--- config.mk ---
export PLATFORM = sky130hd
export DESIGN_NAME = lnls_ctrl
export DESIGN_NICKNAME = d
export VERILOG_FILES = /design/src/sv/lnls_pkg.sv /design/src/sv/lnls_ctrl.sv
export SDC_FILE = /design/constraint.sdc
export NUM_CORES = 1
export LEC_CHECK = 0
export ABC_AREA = 1
export ABC_CLOCK_PERIOD_IN_PS = 2400
export CORE_AREA = 5 5 42 44
export DETAILED_ROUTE_END_ITERATION = 8
export DIE_AREA = 0 0 47 49
export DONT_BUFFER_PORTS = 1
export GPL_TIMING_DRIVEN = 0
export PLACE_DENSITY = 0.44
export REMOVE_ABC_BUFFERS = 1
export SYNTH_ARGS = -nofsm -noshare
export SYNTH_HDL_FRONTEND = slang
export SYNTH_SLANG_ARGS = --single-unit
--- constraint.sdc ---
create_clock -name aclk -period 2.4 [get_ports aclk]
set_input_delay 0.48 -clock aclk [delete_from_list [all_inputs] [get_ports aclk]]
set_output_delay 0.48 -clock aclk [all_outputs]
set_load 0.02 [all_outputs]
--- src/sv/lnls_pkg.sv ---
`default_nettype none
package lnls_pkg;

    localparam int NAMES  = 5;
    localparam int LEN    = 128;
    localparam int NAME_W = $clog2(NAMES);
    localparam int POS_W  = $clog2(LEN);
    localparam int NS_W   = $clog2(NAMES + 1);
    localparam int ADDR_W = NAME_W + POS_W;
    localparam int DEPTH  = NAMES << POS_W;

    // command codes carried in s_tuser
    localparam logic [1:0] CMD_BYTE = 2'd0;
    localparam logic [1:0] CMD_SORT = 2'd1;
    localparam logic [1:0] CMD_READ = 2'd2;

    localparam logic [7:0] CH_COMMA = 8'h2c;
    localparam logic [7:0] CH_NL    = 8'h0a;

    // controller to datapath
    typedef struct packed {
        logic load_byte;
        logic begin_sort;
        logic get_a;
        logic get_b;
        logic cmp_next;
        logic pair_done;
        logic rd_issue;
        logic rd_capture;
        logic out_load;
    } lnls_cmd_t;

    // datapath to controller
    typedef struct packed {
        logic at_min;
        logic differ;
        logic sort_last;
        logic out_free;
    } lnls_status_t;

endpackage
`default_nettype wire

--- src/sv/lnls_ctrl.sv ---
`default_nettype none
module lnls_ctrl
    import lnls_pkg::*;
(
    input  wire                aclk,
    input  wire                aresetn,
    input  wire                s_tvalid,
    input  wire  [1:0]         in_cmd,
    output logic               s_tready,
    input  wire lnls_status_t  status,
    output lnls_cmd_t          cmd
);

    localparam logic [2:0] ST_IDLE  = 3'd0;
    localparam logic [2:0] ST_GET_A = 3'd1;
    localparam logic [2:0] ST_GET_B = 3'd2;
    localparam logic [2:0] ST_CMP   = 3'd3;
    localparam logic [2:0] ST_CHK   = 3'd4;
    localparam logic [2:0] ST_RD    = 3'd5;
    localparam logic [2:0] ST_OUT   = 3'd6;

    logic [2:0] state_reg, state_next;
    logic       take;

    assign s_tready = (state_reg == ST_IDLE);
    assign take     = s_tready && s_tvalid;

    // sequencing of intake, sort passes and readout
    always_comb begin
        state_next = state_reg;
        cmd        = '0;
        unique case (state_reg)
            ST_IDLE: begin
                if (take) begin
                    case (in_cmd)
                        CMD_BYTE: cmd.load_byte = 1'b1;
                        CMD_SORT: begin
                            cmd.begin_sort = 1'b1;
                            state_next     = ST_GET_A;
                        end
                        CMD_READ: begin
                            cmd.rd_issue = 1'b1;
                            state_next   = ST_RD;
                        end
                        default: ;
                    endcase
                end
            end
            ST_GET_A: begin
                cmd.get_a  = 1'b1;
                state_next = ST_GET_B;
            end
            ST_GET_B: begin
                cmd.get_b  = 1'b1;
                state_next = ST_CMP;
            end
            ST_CMP: begin
                if (status.at_min) begin
                    cmd.pair_done = 1'b1;
                    state_next    = status.sort_last ? ST_IDLE : ST_GET_A;
                end else begin
                    state_next = ST_CHK;
                end
            end
            ST_CHK: begin
                if (status.differ) begin
                    cmd.pair_done = 1'b1;
                    state_next    = status.sort_last ? ST_IDLE : ST_GET_A;
                end else begin
                    cmd.cmp_next = 1'b1;
                    state_next   = ST_CMP;
                end
            end
            ST_RD: begin
                cmd.rd_capture = 1'b1;
                state_next     = ST_OUT;
            end
            ST_OUT: begin
                if (status.out_free) begin
                    cmd.out_load = 1'b1;
                    state_next   = ST_IDLE;
                end
            end
            default: state_next = ST_IDLE;
        endcase
    end

    always_ff @(posedge aclk) begin
        if (!aresetn) begin
            state_reg <= ST_IDLE;
        end else begin
            state_reg <= state_next;
        end
    end

endmodule
`default_nettype wire

==> impl_results.md <==
* Status: completed
* Syn Area/Cell at 5.775 um2
* P per Cell Area at 896.1 nW/um2
* Clock Latency Late Sink at 0.23 ns
* Starting Density at 0.2143
* Die Y-Extent at roughly 50 um
* Synth cell types at 15
* Nets at 64
* Worst setup margin at slightly below 0.3 ns
* P_int at between 0.15 and 0.2 mW
* Worst Hold Launch: aresetn
* VDD IR-drop max at 319.0 uV
* Post-Syn Area at approximately 300 um2
* Worst reg2reg startpoint: state_reg[1]
* Post-DP Area at 307.8 um2
* Compound-Gate Fraction of Synth Area at 0.07083
* CTS tree: yes
* Area of the multi-input gates at around 200 um2
* Antenna Diode Count at 0
* Total number of vias at 312
* I/O Pins at 19
* Area Overhead vs Synth at 11.25%
* Root Driver: clkbuf_4
* Worst Setup SP: state_reg[1]
* Setup TNS at 0 ns
* Worst endpoint required time at roughly 1.9 ns
* Crit-path max FO at 7
* Ys Warns at 0
* Sequential share of the synthesized area at 0.2000
* Comb power frac at 0.413
* GPL Wtd Cong at approximately 0.7
* GRT overflow at 0
* Die footprint at 2303 um2
* Clock sinks at 3
* Die Wd at around 47 um
* Final setup violating endpoints at 0
* Net Sw Frac at 0.4619
* Filler cell count at 180
* Detail Placement HPWL at ~610 um
* Worst setup EP type: output pin
* Core area at between 1000 and 1500 um2
* Leak at between 0.15 and 0.2 nW
* Vias/cell at approximately 4.5
* Adder-cell share of the synthesized area at 0
* Register Area at ~60 um2
* Max Clock Skew at 0.0002913 ns
* Final min period at about 2.1 ns
* Initial antenna violation count at 0
* Arrival @ worst endpoint at about 1.6 ns
* Initial detailed-routing violation count at 7
* Core Rows at 14
* Tot GR Track Use at 0.06193
* Post-Route WL at about 690 um
* Clk network pwr share at 0.287
* Vias in the first global route at around 270
* Final-report hold violation count at 0
* Area share of xor/xnor cells in the synthesized design at 0
* Setup Crit Path Kind: register to output pin
* Share of layout cells above drive strength 1 at 0.2593
* Cell count after synthesis at 52
* CTS Buffer Depth at 2
* Fin area at 334.1 um2
* Mux contribution to synthesized area at 0
* Port bufs at 0
* Simple-gate share of the synthesized area at 0.5875
* Worst Setup Start Kind: register
* Share of power burned in registers at 0.300
* RSZ-0062 raised after global routing: false
* TritonCTS buffer count at 3
* Achievable Freq at roughly 0.48 GHz
* Global-route wire length before repair at about 990 um
* Period utilization at 0.8770
* Final slew viol count at 0
* Largest net degree at the start of global routing at 10
* Max reg flops at 3
* Max-cap violations at 0
* Hold WC Path Type: input pin to register
* Antenna-violating nets left at 0
* Slew @ Worst Pin at about 0.67 ns
* Drt drc at 0
* Hold_buf cts at 0
* Slew headroom at 0.5514
* NetSw at 0.1383 mW
* DR WL/cell at 9.914 um
* H-tree Lvls at 1
* Seq cells post-synth at 3
* Largest family of logic cells by synthesized area: simple AND/OR/NAND/NOR gates
* Setup WS pre-CTS at around 0.53 ns
* Setup Fix Bufs, Post-CTS at 0
* Clock slew seen by the registers of the worst setup and hold paths at around 0.040 ns
* Detailed Routing Iterations Pass 1 at 4
* Fin util at 0.2384
* Post-CTS resize count at 0
## Yosys cell counts (all sizes together)
cell type | n | share of area
nand3 | 4 | 0.067
nor3 | 5 | 0.13
nor3b | 1 | 0.025
nor2 | 11 | 0.17
buf | 2 | 0.042
a21oi | 3 | 0.050
dfxtp | 3 | 0.20
nand2 | 14 | 0.19
o22ai | 1 | 0.021
inv | 8 | 0.10
## final timing paths
path                                endpoint  slack (ns)  cells past startpoint
worst max register to register  state_reg[2]        1.06                      4
worst min register to register  state_reg[1]        0.70                      4
worst max-delay path                  cmd[7]        0.30                      3
worst min-delay path            state_reg[1]        0.39                      2
## layout make-up
| class | instances | area share |
|---|---|---|
| Inverter | 8 | 0.08989 |
| Sequential cell | 3 | 0.1798 |
| Clock buffer | 4 | 0.07865 |
| Multi-Input combinational cell | 39 | 0.5918 |
| Tap cell | 16 | 0.05993 |
## layer usage
layer	share of wire	wire length, um	vias up	GRT usage
met3	0.15	103	0	0.04797
li1	-	-	167	-
met2	0.47	323	13	0.08597
met1	0.38	267	132	0.05482
met4	0	0	0	0.05530
met5	0	0	-	0
## power by group through the flow
stage / sequential, mW / clock [mW] / combinational [mW]
final: 0.0898 / 0.0860 / 0.124
after global routing: 0.0940 / 0.0950 / 0.138
after CTS: 0.0901 / 0.0920 / 0.126
after detailed placement: 0.0909 / 0 / 0.126
after global placement: 0.0923 / 0 / 0.126
after floorplan: 0.0858 / 0 / 0.111
## cell usage in the layout (no fill, tap or decap), drive strengths merged
master,n
a21oi,3
nand3,4
nor3,5
nor3b,1
clkbuf,4
nand2,14
o22ai,1
dfxtp,3
nor2,11
inv,8
## through the flow
stage | power [mW] | std cells | hold slack [ns]
after floorplan | 0.1965 | 50 | 0.6115
after global placement | 0.2186 | 66 | 0.6240
after detailed placement | 0.2170 | 66 | 0.6244
after CTS | 0.3083 | 70 | 0.3770
after global routing | 0.3271 | 70 | 0.3990
final | 0.2994 | 70 | 0.3866
## worst max-delay path, cell delays in order, from the launching register on
cell     delay, ns
dfxtp_1       0.39
nor3_2        0.48
nand2_1       0.18
nor2_1        0.35
## logic make-up (layout without fill, tap and decap cells)
family / Yosys count / in the layout
simple gates: 35 / 35
buf+inv: 10 / 12
compound gates: 4 / 4
flops: 3 / 3
Power figures use the tool's default switching activity.
